<file path="config.mk">
export PLATFORM = sky130hd
export DESIGN_NAME = variable_partition_allocator_unit
export DESIGN_NICKNAME = d
export VERILOG_FILES = /design/src/hw/rtl/vpa_pkg.sv /design/src/hw/rtl/vpa_front.sv /design/src/hw/rtl/vpa_back.sv /design/src/hw/rtl/variable_partition_allocator_unit.sv
export SDC_FILE = /design/constraint.sdc
export NUM_CORES = 2
export LEC_CHECK = 0
export ABC_CLOCK_PERIOD_IN_PS = 20400
export BUFFER_PORTS_ARGS = -buffer_cell sky130_fd_sc_hd__buf_2
export CORE_MARGIN = 2
export CORE_UTILIZATION = 40
export CTS_BUF_LIST = sky130_fd_sc_hd__clkbuf_4
export CTS_CLUSTER_SIZE = 14
export DETAILED_ROUTE_END_ITERATION = 16
export PLACE_DENSITY_LB_ADDON = 0.1
export SKIP_LAST_GASP = 1
export SYNTH_ARGS = -nofsm -noshare
export SYNTH_HDL_FRONTEND = slang
export SYNTH_SLANG_ARGS = --single-unit
</file>
<file path="constraint.sdc">
create_clock -name clk -period 20.4 [get_ports clk]
set_input_delay 4.08 -clock clk [delete_from_list [all_inputs] [get_ports clk]]
set_output_delay 4.08 -clock clk [all_outputs]
set_load 0.02 [all_outputs]
</file>
<file path="src/hw/rtl/vpa_pkg.sv">
// vpa_pkg: shared types and constants for the variable partition allocator
// used by vpa_front, vpa_back and variable_partition_allocator_unit
`default_nettype none
package vpa_pkg;
  localparam int AddrW = 15;
  localparam int DefPoolSize = 32767;
  localparam int DefMaxExtents = 64;

  localparam logic CmdAlloc   = 1'b0;
  localparam logic CmdRelease = 1'b1;

  typedef enum logic [2:0] {
    ST_ALLOCATED = 3'd0,
    ST_NO_FIT    = 3'd1,
    ST_RELEASED  = 3'd2,
    ST_REJECTED  = 3'd3,
    ST_FULL      = 3'd4
  } status_t;

  typedef struct packed {
    logic             cmd;
    logic [AddrW-1:0] base_address;
    logic [AddrW-1:0] length;
    logic             zero_len;
    logic             past_end;
  } req_t;

  typedef enum logic [3:0] {
    B_IDLE, B_SCAN, B_DECIDE, B_SHIFT_DN, B_SHIFT_UP, B_LARGEST, B_OUT
  } bstate_t;
endpackage
`default_nettype wire

</file>
<file path="src/hw/rtl/vpa_front.sv">
// vpa_front: accepts request transactions, flags trivial rejects, queues them
// depends on vpa_pkg
`default_nettype none
module vpa_front
  import vpa_pkg::*;
#(
  parameter int PoolSize = DefPoolSize
) (
  input  wire logic             clk,
  input  wire logic             rst,
  input  wire logic             in_valid,
  output logic                  in_ready,
  input  wire logic             cmd,
  input  wire logic [AddrW-1:0] base_address,
  input  wire logic [AddrW-1:0] length,
  output logic                  q_valid,
  input  wire logic             q_ready,
  output req_t                  q_req
);
  // two entry queue
  req_t       mem [2];
  logic       wr_ptr, rd_ptr;
  logic [1:0] fill;
  logic [AddrW:0] req_end;
  req_t       incoming;

  assign req_end  = {1'b0, base_address} + {1'b0, length};
  always_comb begin
    incoming.cmd          = cmd;
    incoming.base_address = base_address;
    incoming.length       = length;
    incoming.zero_len     = (length == '0);
    incoming.past_end     = (req_end > (AddrW+1)'(PoolSize));
  end

  assign in_ready = (fill != 2'd2);
  assign q_valid  = (fill != 2'd0);
  assign q_req    = mem[rd_ptr];

  always_ff @(posedge clk) begin
    if (in_valid && in_ready) begin
      mem[wr_ptr] <= incoming;
    end
  end

  always_ff @(posedge clk) begin
    if (rst) begin
      wr_ptr <= 1'b0;
      rd_ptr <= 1'b0;
      fill   <= 2'd0;
    end else begin
      if (in_valid && in_ready) wr_ptr <= ~wr_ptr;
      if (q_valid && q_ready) rd_ptr <= ~rd_ptr;
      fill <= fill + 2'((in_valid && in_ready) ? 1 : 0) - 2'((q_valid && q_ready) ? 1 : 0);
    end
  end

  assert property (@(posedge clk) disable iff (rst) fill <= 2'd2)
    else $error("queue fill overflow");
  assert property (@(posedge clk) disable iff (rst)
    (fill == 2'd0 && !(in_valid && in_ready)) |=> !q_valid)
    else $error("queue valid without entry");
  assert property (@(posedge clk) disable iff (rst)
    (q_valid && !q_ready && !(in_valid && in_ready)) |=> q_valid)
    else $error("queue entry lost");
endmodule
`default_nettype wire

</file>
<file path="src/hw/rtl/vpa_back.sv">
// vpa_back: extent table engine, scans, edits the table and forms results
// depends on vpa_pkg
`default_nettype none
module vpa_back
  import vpa_pkg::*;
#(
  parameter int MaxExtents = DefMaxExtents,
  parameter int PoolSize   = DefPoolSize
) (
  input  wire logic             clk,
  input  wire logic             rst,
  input  wire logic             fit_mode,
  input  wire logic             q_valid,
  output logic                  q_ready,
  input  req_t                  q_req,
  output logic                  out_valid,
  input  wire logic             out_ready,
  output logic [2:0]            status,
  output logic [AddrW-1:0]      granted_address,
  output logic [AddrW-1:0]      largest_free
);
  localparam int IdxW = $clog2(MaxExtents);
  localparam int CntW = $clog2(MaxExtents + 1);

  typedef struct packed {
    logic [AddrW-1:0] base;
    logic [AddrW-1:0] len;
  } extent_t;

  // extent table, one write port and one registered read port
  extent_t          etab [MaxExtents];
  extent_t          rd_data;
  logic             tab_we;
  logic [IdxW-1:0]  tab_waddr, tab_raddr;
  extent_t          tab_wdata;

  logic [CntW-1:0]  count;
  bstate_t          state, state_next;
  req_t             req;
  logic [CntW-1:0]  idx, rd_idx, pos, pick;
  logic             rd_vld, found, overlap, pos_found;
  logic [AddrW-1:0] pick_len, pick_base, best;
  logic [AddrW-1:0] largest_run;
  logic [2:0]       st;
  logic [AddrW-1:0] grant;
  extent_t          last_ext, succ_ext;

  logic             in_range, scan_done, more_up;
  logic [AddrW:0]   cur_end, req_end, pred_end;
  logic             has_pred, has_succ;

  status_t          dec_st;
  bstate_t          dec_next;
  logic [CntW-1:0]  dec_idx;
  logic             dec_we;
  logic [IdxW-1:0]  dec_waddr;
  extent_t          dec_wdata;

  assign in_range  = (idx < count);
  assign scan_done = !in_range && !rd_vld;
  assign more_up   = (idx > pos);
  assign tab_raddr = (state == B_SHIFT_UP) ? IdxW'(idx - CntW'(1)) : idx[IdxW-1:0];
  assign cur_end   = {1'b0, rd_data.base} + {1'b0, rd_data.len};
  assign req_end   = {1'b0, req.base_address} + {1'b0, req.length};

  // last_ext is the entry below the insertion point, succ_ext the one at it
  assign pred_end = {1'b0, last_ext.base} + {1'b0, last_ext.len};
  assign has_pred = (pos != '0) && (pred_end == {1'b0, req.base_address});
  assign has_succ = pos_found && ({1'b0, succ_ext.base} == req_end);

  always_comb begin
    dec_st    = ST_RELEASED;
    dec_next  = B_LARGEST;
    dec_idx   = '0;
    dec_we    = 1'b0;
    dec_waddr = '0;
    dec_wdata = '0;
    if (req.cmd == CmdAlloc) begin
      if (req.zero_len || !found) begin
        dec_st = ST_NO_FIT;
      end else begin
        dec_st = ST_ALLOCATED;
        if (pick_len == req.length) begin
          dec_next = B_SHIFT_DN;
          dec_idx  = pick + CntW'(1);
        end else begin
          dec_we         = 1'b1;
          dec_waddr      = pick[IdxW-1:0];
          dec_wdata.base = pick_base + req.length;
          dec_wdata.len  = pick_len - req.length;
        end
      end
    end else if (req.zero_len || req.past_end || overlap) begin
      dec_st = ST_REJECTED;
    end else if (has_pred && has_succ) begin
      dec_we         = 1'b1;
      dec_waddr      = IdxW'(pos - CntW'(1));
      dec_wdata.base = last_ext.base;
      dec_wdata.len  = last_ext.len + req.length + succ_ext.len;
      dec_next       = B_SHIFT_DN;
      dec_idx        = pos + CntW'(1);
    end else if (has_pred) begin
      dec_we         = 1'b1;
      dec_waddr      = IdxW'(pos - CntW'(1));
      dec_wdata.base = last_ext.base;
      dec_wdata.len  = last_ext.len + req.length;
    end else if (has_succ) begin
      dec_we         = 1'b1;
      dec_waddr      = pos[IdxW-1:0];
      dec_wdata.base = req.base_address;
      dec_wdata.len  = succ_ext.len + req.length;
    end else if (count >= CntW'(MaxExtents)) begin
      dec_st = ST_FULL;
    end else begin
      dec_next = B_SHIFT_UP;
      dec_idx  = count;
    end
  end

  always_comb begin
    tab_we    = 1'b0;
    tab_waddr = '0;
    tab_wdata = '0;
    if (rst) begin
      tab_we         = 1'b1;
      tab_wdata.base = '0;
      tab_wdata.len  = AddrW'(PoolSize);
    end else begin
      case (state)
        B_DECIDE: begin
          tab_we    = dec_we;
          tab_waddr = dec_waddr;
          tab_wdata = dec_wdata;
        end
        B_SHIFT_DN: begin
          if (rd_vld) begin
            tab_we    = 1'b1;
            tab_waddr = IdxW'(rd_idx - CntW'(1));
            tab_wdata = rd_data;
          end
        end
        B_SHIFT_UP: begin
          if (rd_vld) begin
            tab_we    = 1'b1;
            tab_waddr = IdxW'(rd_idx + CntW'(1));
            tab_wdata = rd_data;
          end else if (!more_up) begin
            tab_we         = 1'b1;
            tab_waddr      = pos[IdxW-1:0];
            tab_wdata.base = req.base_address;
            tab_wdata.len  = req.length;
          end
        end
        default: ;
      endcase
    end
  end

  always_ff @(posedge clk) begin
    if (tab_we) etab[tab_waddr] <= tab_wdata;
    rd_data <= etab[tab_raddr];
  end

  always_comb begin
    state_next = state;
    case (state)
      B_IDLE:     if (q_valid) state_next = B_SCAN;
      B_SCAN:     if (scan_done) state_next = B_DECIDE;
      B_DECIDE:   state_next = dec_next;
      B_SHIFT_DN: if (scan_done) state_next = B_LARGEST;
      B_SHIFT_UP: if (!more_up && !rd_vld) state_next = B_LARGEST;
      B_LARGEST:  if (scan_done) state_next = B_OUT;
      B_OUT:      if (out_ready) state_next = B_IDLE;
      default:    state_next = B_IDLE;
    endcase
  end

  always_comb begin
    q_ready         = (state == B_IDLE);
    out_valid       = (state == B_OUT);
    status          = st;
    granted_address = grant;
    largest_free    = largest_run;
  end

  always_ff @(posedge clk) begin
    if (rst) begin
      state  <= B_IDLE;
      count  <= CntW'(1);
      rd_vld <= 1'b0;
    end else begin
      state <= state_next;
      case (state)
        B_IDLE: begin
          if (q_valid) begin
            req       <= q_req;
            idx       <= '0;
            rd_vld    <= 1'b0;
            found     <= 1'b0;
            overlap   <= 1'b0;
            pos       <= count;
            pos_found <= 1'b0;
          end
        end
        B_SCAN: begin
          rd_vld <= in_range;
          rd_idx <= idx;
          if (in_range) idx <= idx + CntW'(1);
          if (rd_vld) begin
            if (req.cmd == CmdAlloc) begin
              if (rd_data.len >= req.length &&
                  (!found || (fit_mode && rd_data.len < pick_len))) begin
                found     <= 1'b1;
                pick      <= rd_idx;
                pick_len  <= rd_data.len;
                pick_base <= rd_data.base;
              end
            end else begin
              if ({1'b0, req.base_address} < cur_end && {1'b0, rd_data.base} < req_end)
                overlap <= 1'b1;
              if (!pos_found) begin
                if (rd_data.base > req.base_address) begin
                  pos_found <= 1'b1;
                  pos       <= rd_idx;
                  succ_ext  <= rd_data;
                end else begin
                  last_ext <= rd_data;
                end
              end
            end
          end
        end
        B_DECIDE: begin
          st     <= dec_st;
          grant  <= (dec_st == ST_ALLOCATED) ? pick_base : '0;
          idx    <= dec_idx;
          rd_vld <= 1'b0;
          best   <= '0;
        end
        B_SHIFT_DN: begin
          rd_vld <= in_range;
          rd_idx <= idx;
          if (in_range) idx <= idx + CntW'(1);
          if (scan_done) begin
            count <= count - CntW'(1);
            idx   <= '0;
          end
        end
        B_SHIFT_UP: begin
          rd_vld <= more_up;
          rd_idx <= idx - CntW'(1);
          if (more_up) begin
            idx <= idx - CntW'(1);
          end else if (!rd_vld) begin
            count <= count + CntW'(1);
            idx   <= '0;
          end
        end
        B_LARGEST: begin
          rd_vld <= in_range;
          if (in_range) idx <= idx + CntW'(1);
          if (rd_vld && rd_data.len > best) best <= rd_data.len;
          if (scan_done) largest_run <= best;
        end
        default: ;
      endcase
    end
  end

  assert property (@(posedge clk) disable iff (rst) count <= CntW'(MaxExtents))
    else $error("extent count beyond table");
  assert property (@(posedge clk) disable iff (rst)
    out_valid |-> status <= ST_FULL)
    else $error("bad status");
  assert property (@(posedge clk) disable iff (rst)
    (out_valid && status != ST_ALLOCATED) |-> granted_address == '0)
    else $error("grant without allocation");
  assert property (@(posedge clk) disable iff (rst)
    (state == B_OUT && !out_ready) |=> state == B_OUT)
    else $error("result dropped");
endmodule
`default_nettype wire

</file>
<file path="src/hw/rtl/variable_partition_allocator_unit.sv">
// variable_partition_allocator_unit: top level of the extent allocator
// depends on vpa_pkg, vpa_front, vpa_back
`default_nettype none
// Free extent allocator over one pool. Each request transaction (tdata from bit 0:
// cmd, base_address, length) gives one result transaction (tdata from bit 0:
// status, granted_address, largest_free). A front queue of two entries takes
// requests while the back engine works; the engine reads the extent table one
// entry a cycle through a registered read port. It scans the free extents once to
// decide and once more for largest_free, and shifts the table entries when an
// entry is removed or inserted.
module variable_partition_allocator_unit
  import vpa_pkg::*;
#(
  parameter int PoolSize   = DefPoolSize,
  parameter int MaxExtents = DefMaxExtents
) (
  input  wire logic        clk,
  input  wire logic        rst,
  input  wire logic        cfg_we,
  input  wire logic [7:0]  cfg_wdata,
  input  wire logic        s_axis_tvalid,
  output logic             s_axis_tready,
  input  wire logic [31:0] s_axis_tdata,  // cmd, base_address, length
  output logic             m_axis_tvalid,
  input  wire logic        m_axis_tready,
  output logic [39:0]      m_axis_tdata   // status, granted_address, largest_free
);
  logic             fit_mode;
  logic             q_valid, q_ready;
  req_t             q_req;
  logic [2:0]       status;
  logic [AddrW-1:0] granted_address, largest_free;

  always_ff @(posedge clk) begin
    if (rst) fit_mode <= 1'b0;
    else if (cfg_we) fit_mode <= cfg_wdata[0];
  end

  vpa_front #(.PoolSize(PoolSize)) u_front (
    .clk, .rst,
    .in_valid(s_axis_tvalid), .in_ready(s_axis_tready),
    .cmd(s_axis_tdata[0]), .base_address(s_axis_tdata[15:1]),
    .length(s_axis_tdata[30:16]),
    .q_valid, .q_ready, .q_req
  );

  vpa_back #(.MaxExtents(MaxExtents), .PoolSize(PoolSize)) u_back (
    .clk, .rst, .fit_mode,
    .q_valid, .q_ready, .q_req,
    .out_valid(m_axis_tvalid), .out_ready(m_axis_tready),
    .status, .granted_address, .largest_free
  );

  assign m_axis_tdata = {7'd0, largest_free, granted_address, status};
endmodule
`default_nettype wire

</file>
* Yosys cells after proc, flatten, opt, wreduce, memory -nomap -nowiden
Memory sizes are Yosys's and may differ from the RTL's. A register that Yosys moved wholly into a read port is not among the register bits.
Index checks and enable logic that the tools add are counted.
** Storage, ports and cells
- Register bits :: 186
- Bits in writable memories :: 1986
- Input port bits :: 45
- Word-level logic and storage cells :: 245
- Memories :: 2
** Operators by class
- Add/sub/neg operators :: 20
- Magnitude comparators :: 10
- Equality and inequality tests :: 27
- Muxes and demuxes :: 107
- Bitwise gates (word level) :: 6
- Reduce and logical (&&, ||, !) cells :: 49
** Memories
- u_back.etab :: words 64, bits a word 30, read ports 1, clocked after memory_dff 1, wr ports 1, line vpa_back.sv:31 : extent_t etab [MaxExtents];
- u_front.mem :: words 2, bits a word 33, read ports 1, clocked after memory_dff 1, wr ports 1, line vpa_front.sv:21 : req_t mem [2];
** Operator list (number)
- $mux 30 :: 11
- $mux 7 :: 21
- $pmux 30 s3 :: 1
- $mux 6 :: 12
- $add 15x15->16 :: 4
- $add 15x15->15 :: 4
- $mux 4 :: 12
- $pmux 7 s2 :: 3
- $pmux 7 s5 :: 1
- $lt 15x16->1 :: 2
- $gt 15x15->1 :: 2
- $mux 1 :: 30
- $pmux 15 s2 :: 1
- $reduce_and 6->1 :: 5
- $add 7x1->7 const B :: 4
- $pmux 4 s7 :: 1
- $ne 2x1->1 const B :: 11
- $mux 3 :: 7
- $pmux 6 s3 :: 1
- $eq 15x16->1 :: 1
- $eq 16x15->1 :: 1
- $gt 16x15->1 const B :: 1
- $eq 15x15->1 :: 1
- $ge 15x15->1 :: 1
- 37 further kinds :: 81

* Logic depth before layout (Yosys ltp)
- Depth in word-level cells :: 12
- Gate-level depth with buffers :: 19

* Modules after synthesis
A second synthesis with hierarchy kept.
** Second synthesis, totals
- Cells, all modules :: 7949
- Area total of the unflattened synthesis :: 97322.1 um^2
** By module, submodules not included
- vpa_back :: instances 1, cells each 7769, area each 94301.7 um^2, seq. area each 64541.9 um^2
- vpa_front :: instances 1, cells each 169, area each 2930.3 um^2, seq. area each 2082.0 um^2
- variable_partition_allocator_unit :: instances 1, cells each 11, area each 90.1 um^2, seq. area each 20.0 um^2

* Worst setup path before layout
No wires, ideal clock.
- Path type :: input to register
- Start point :: input rst
- End point :: register u_back.pick[0] (enable)
- Setup time :: 0.631 ns
- Arrival time :: 10.274 ns
- Data required time :: 19.769 ns
- Path slack :: 9.495 ns
- Stages :: 3
- Cells stage by stage :: clkbuf_1 clkbuf_1 a2111oi_0
** On the way
- Word-level cells in the longest chain between the ends :: 2
** RTL lines
- from (decl) :: line variable_partition_allocator_unit.sv:18 : input wire logic rst,
- $not 1->1 (no line)
- $reduce_and 5->1 (no line)
- to (signal assigned) :: line vpa_back.sv:214 : pick <= rd_idx;
- to (decl) :: line vpa_back.sv:40 : logic [CntW-1:0] idx, rd_idx, pos, pick;
Every way passes these cells.
A chain may end at the register's enable or synchronous reset.

* Final worst setup path
- Start point :: register u_back.last_ext[15] in the netlist's numbering
- End point :: memory u_back.etab[43][24] in the netlist's numbering (enable)
** On the way
- Word-level cells in the longest chain between the ends :: 11
- Elaborated cells between the ends (all ways) :: 18
** RTL lines
- from (decl) :: line vpa_back.sv:46 : extent_t last_ext, succ_ext;
- from (signal assigned) :: line vpa_back.sv:227 : last_ext <= rd_data;
- $add 15x15->16 * :: line vpa_back.sv:67 : assign pred_end = {1'b0, last_ext.base} + {1'b0, last_ext.len};
- $eq 16x15->1 * :: line vpa_back.sv:68 : assign has_pred = (pos != '0) && (pred_end == {1'b0, req.base_address});
- $logic_and 1x1->1 * :: line vpa_back.sv:68
- $mux 1 / $logic_and 1x1->1 (equally long branches) :: line vpa_back.sv:102, vpa_back.sv:95
- $mux 1 :: line vpa_back.sv:95 : end else if (has_pred && has_succ) begin
- $mux 1 :: line vpa_back.sv:93 : end else if (req.zero_len || req.past_end || overlap) begin
- $mux 1 :: line vpa_back.sv:78 : if (req.cmd == CmdAlloc) begin
- $pmux 1 s3 :: line vpa_back.sv:129 : case (state)
- $mux 1 :: line vpa_back.sv:124 : if (rst) begin
- $mux 1 :: line vpa_back.sv:160 : if (tab_we) etab[tab_waddr] <= tab_wdata;
- $mux 1 (implied by the code) :: line vpa_back.sv:160
- to (decl) :: line vpa_back.sv:31
Every way passes the cells marked *; elsewhere a longest branch is shown, timed or not.

==> results.txt <==
synthesized-area fraction occupied by and/or/nand/nor cells - 4.29%
R2R setup slack - 13.08 ns
Area growth syn-to-layout - 13.8%
final setup fails - 0
Post-DP HPWL - 160000 µm
CP Data Required Time - 21.38 ns
total grt overflow - 0
Max FO, Critical Path - 19
global-route wire length before repair - 392000 µm
worst slack, placed - 12.43 ns
worst skew pair latency - 1.47 ns
CP Capture Type - flip-flop
Die Y-Extent - 491 µm
Worst-path clk slew - 0.07 ns
Post-Layout Cell Count - 9297
CTS H-tree lvls - 6
CP Launch Type - flip-flop
Synth Area in Adders - 3.41%
post-route design area - 108000 µm²
Hold Crit Start - u_back.rd_idx[6]$_DFFE_PP_
pwr/cell area - 136 nW/µm²
Worst R2R Path Depth - 16
Area after DPL - 101000 µm²
total negative slack - 0 ns
Hold/Removal Path Class - flip-flop to flip-flop
initial antenna violation count - 21
Crit Path Class - flip-flop to flip-flop
Synth Area per Inst - 18.6 µm²
layout net count - 6033
Syn. warnings - 0
EDFF count, synth - 2188
hold path endpoint - u_back.pick[6]$_DFFE_PP_
Seq/Total Area, Yosys - 70.2%
final core occ - 45.8%
PortBufs - 71
vias after detailed routing - 52500
CTS max path bufs - 4
DRT antenna net count - 0
WP data arrival - 8.30 ns
die area - 241000 µm²
final WL - 278000 µm
worst hold stages - 0
DRC - 0
cts hold-fix bufs - 0
Final Critical Period - 7.32 ns
Core Region - 236000 µm²
ys async rst share - 0%
CTS buffer count - 612
TritonCTS clock tree - yes
post-synthesis mux area share - 14.9%
largest net degree at the start of global routing - 127
main combinational cell family by area after synthesis - multiplexers
die width - 491 µm
Avg Vias per Cell - 5.64
DR iter-0 viols - 5249
Worst slew margin - 17.1%
Peak VDD IR - 0.0933 mV
number of global-route vias before repair - 53400
Worst Max-Slew Pin Slew - 1.23 ns
XOR/XNOR share of the synthesized area - 1.46%
flops & latches, synth - 2234
post-CTS sizing - 0
worst hold slack - 0.443 ns
io pins - 87
GRT Util Overall - 22.9%
LEAKAGE - 36.3 nW
MaxCap Viol Count - 0
mapped cell area - 94900 µm²
reg2reg start - u_back.last_ext[15]$_DFFE_PP_
setup ws final - 13.08 ns
average wire per standard cell - 29.9 µm
setup repair after global routing missed its margin - no
complex-gate fraction of the synthesized area - 4.16%
Post-Place Cells - 8271
# Post-CTS Setup Buffers - 0
Post-Syn Instances - 5103
max-slew violations - 0
clk root buf - clkbuf_4
fmax - 137 MHz
Final Hold Vio Count - 0
reg2reg end - u_back.etab[43][24]$_DFFE_PP_
predominant post-synthesis flop cell - edfxtp_1
RePlAce Congestion - 0.860
status - complete, no violations
share of layout cells above drive strength 1 - 32.0%
Initial Util - 40.3%
number of distinct library cells after synthesis - 92
Worst Skew - 0.146 ns
overall power - 14.7 mW
row count - 178
number of iterations in the first detailed-routing pass - 7
CTS Sinks - 2234
part of the cycle the worst path needs - 35.9%
cells in the mapped netlist, types with 66 or more instances:
master | instances | area [µm²]
nor2_1 | 217 | 815
and3_1 | 66 | 413
ha_1 | 244 | 3050
inv_1 | 132 | 495
edfxtp_1 | 2188 | 65700
mux4_2 | 600 | 13500
a21oi_1 | 152 | 761
o21ai_0 | 101 | 505
clkbuf_1 | 145 | 544
nand2_1 | 247 | 927
xnor2_1 | 90 | 788
cells by family after synthesis:
logic type	count (synthesis)
compound gates	591
xor+xnor	153
fa+ha+maj	253
buf+inv	375
flops	2234
mux	658
other cells	1
simple gates	838
power breakdown:
part	switching [mW]	internal, mW
clock network	1.83	2.08
logic	3.04	2.23
registers	0.205	5.28
total	5.08	9.59
worst max path at each step:
stage | startpoint | end | depth (start not counted)
after floorplan | rst | u_back.pick[0]$_DFFE_PP_ | 3
after global placement | rst | u_back.etab[12][19]$_DFFE_PP_ | 8
after detailed placement | rst | u_back.etab[14][5]$_DFFE_PP_ | 8
after CTS | u_back.last_ext[15]$_DFFE_PP_ | u_back.etab[42][24]$_DFFE_PP_ | 16
after global routing | u_back.state[1]$_SDFFE_PP0P_ | u_back.rd_data[19]$_DFF_P_ | 13
final | u_back.last_ext[15]$_DFFE_PP_ | u_back.etab[43][24]$_DFFE_PP_ | 16
worst max-delay path, cell delays in order, from the launching register on:
cell and delay [ns]:
edfxtp_1 0.36, ha_1 0.19, inv_1 0.06, fa_1 0.40, nand2b_1 0.21, a21oi_1 0.28
o31a_1 0.29, o41ai_1 0.12, xnor2_1 0.75, nand4_1 0.81, nand2b_1 0.43, a31o_4 0.35
a211o_1 0.27, a21oi_2 0.31, nand3_1 0.70, nor2_4 0.81, buf_4 0.50
metal layers:
metal  track usage, %  share of wire, %  vias up
li1                 -                 -    22500
met1             31.9                43    27600
met2             36.3                48     1981
met3             4.57               6.7      403
met4             6.92               2.4        2
met5                0            0.0043        -
flip-flops by register name, summed over array words and instances, names as in the netlist, 2 cells and up:
name                    cells
u_back.pos                  7
u_back.req                 33
u_back.pick_base           15
u_back.etab              1920
u_back.rd_idx               7
u_back.state                3
u_back.best                15
u_back.largest_free        15
u_back.granted_address     15
u_back.pick_len            15
u_back.idx                  7
u_back.pick                 7
u_front.fill                2
u_front.mem                66
u_back.count                7
u_back.status               3
u_back.rd_data             30
u_back.last_ext            30
u_back.succ_ext            30
area by class of cell:
cell class                      count  area (µm²)
Multi-Input combinational cell   2500       27700
Tap cell                         3150        3940
Clock buffer                      894        6710
Fill cell                       20700      128000
Timing Repair Buffer              253        1770
Inverter                          134         503
Clock inverter                    122         687
Antenna cell                       10        25.0
Sequential cell                  2234       66600
cell usage in the layout (no fill, tap or decap), types with 40 or more instances in the layout:
cell	synthesis	final
xor2_1	60	57
nor2_4	0	80
dfxtp_1	46	46
clkbuf_4	0	894
a21oi_1	152	152
edfxtp_1	2188	2188
a31oi_1	52	51
buf_4	8	178
a21o_1	56	55
nor3_1	40	40
inv_1	132	132
clkinv_1	2	81
mux4_2	600	600
xnor2_1	90	88
buf_2	27	71
nor2_1	217	142
o21ai_0	101	89
ha_1	244	244
and3_1	66	66
nand3_1	51	51
nand2_1	247	247
Note: power is estimated with default switching activity, not from simulation.
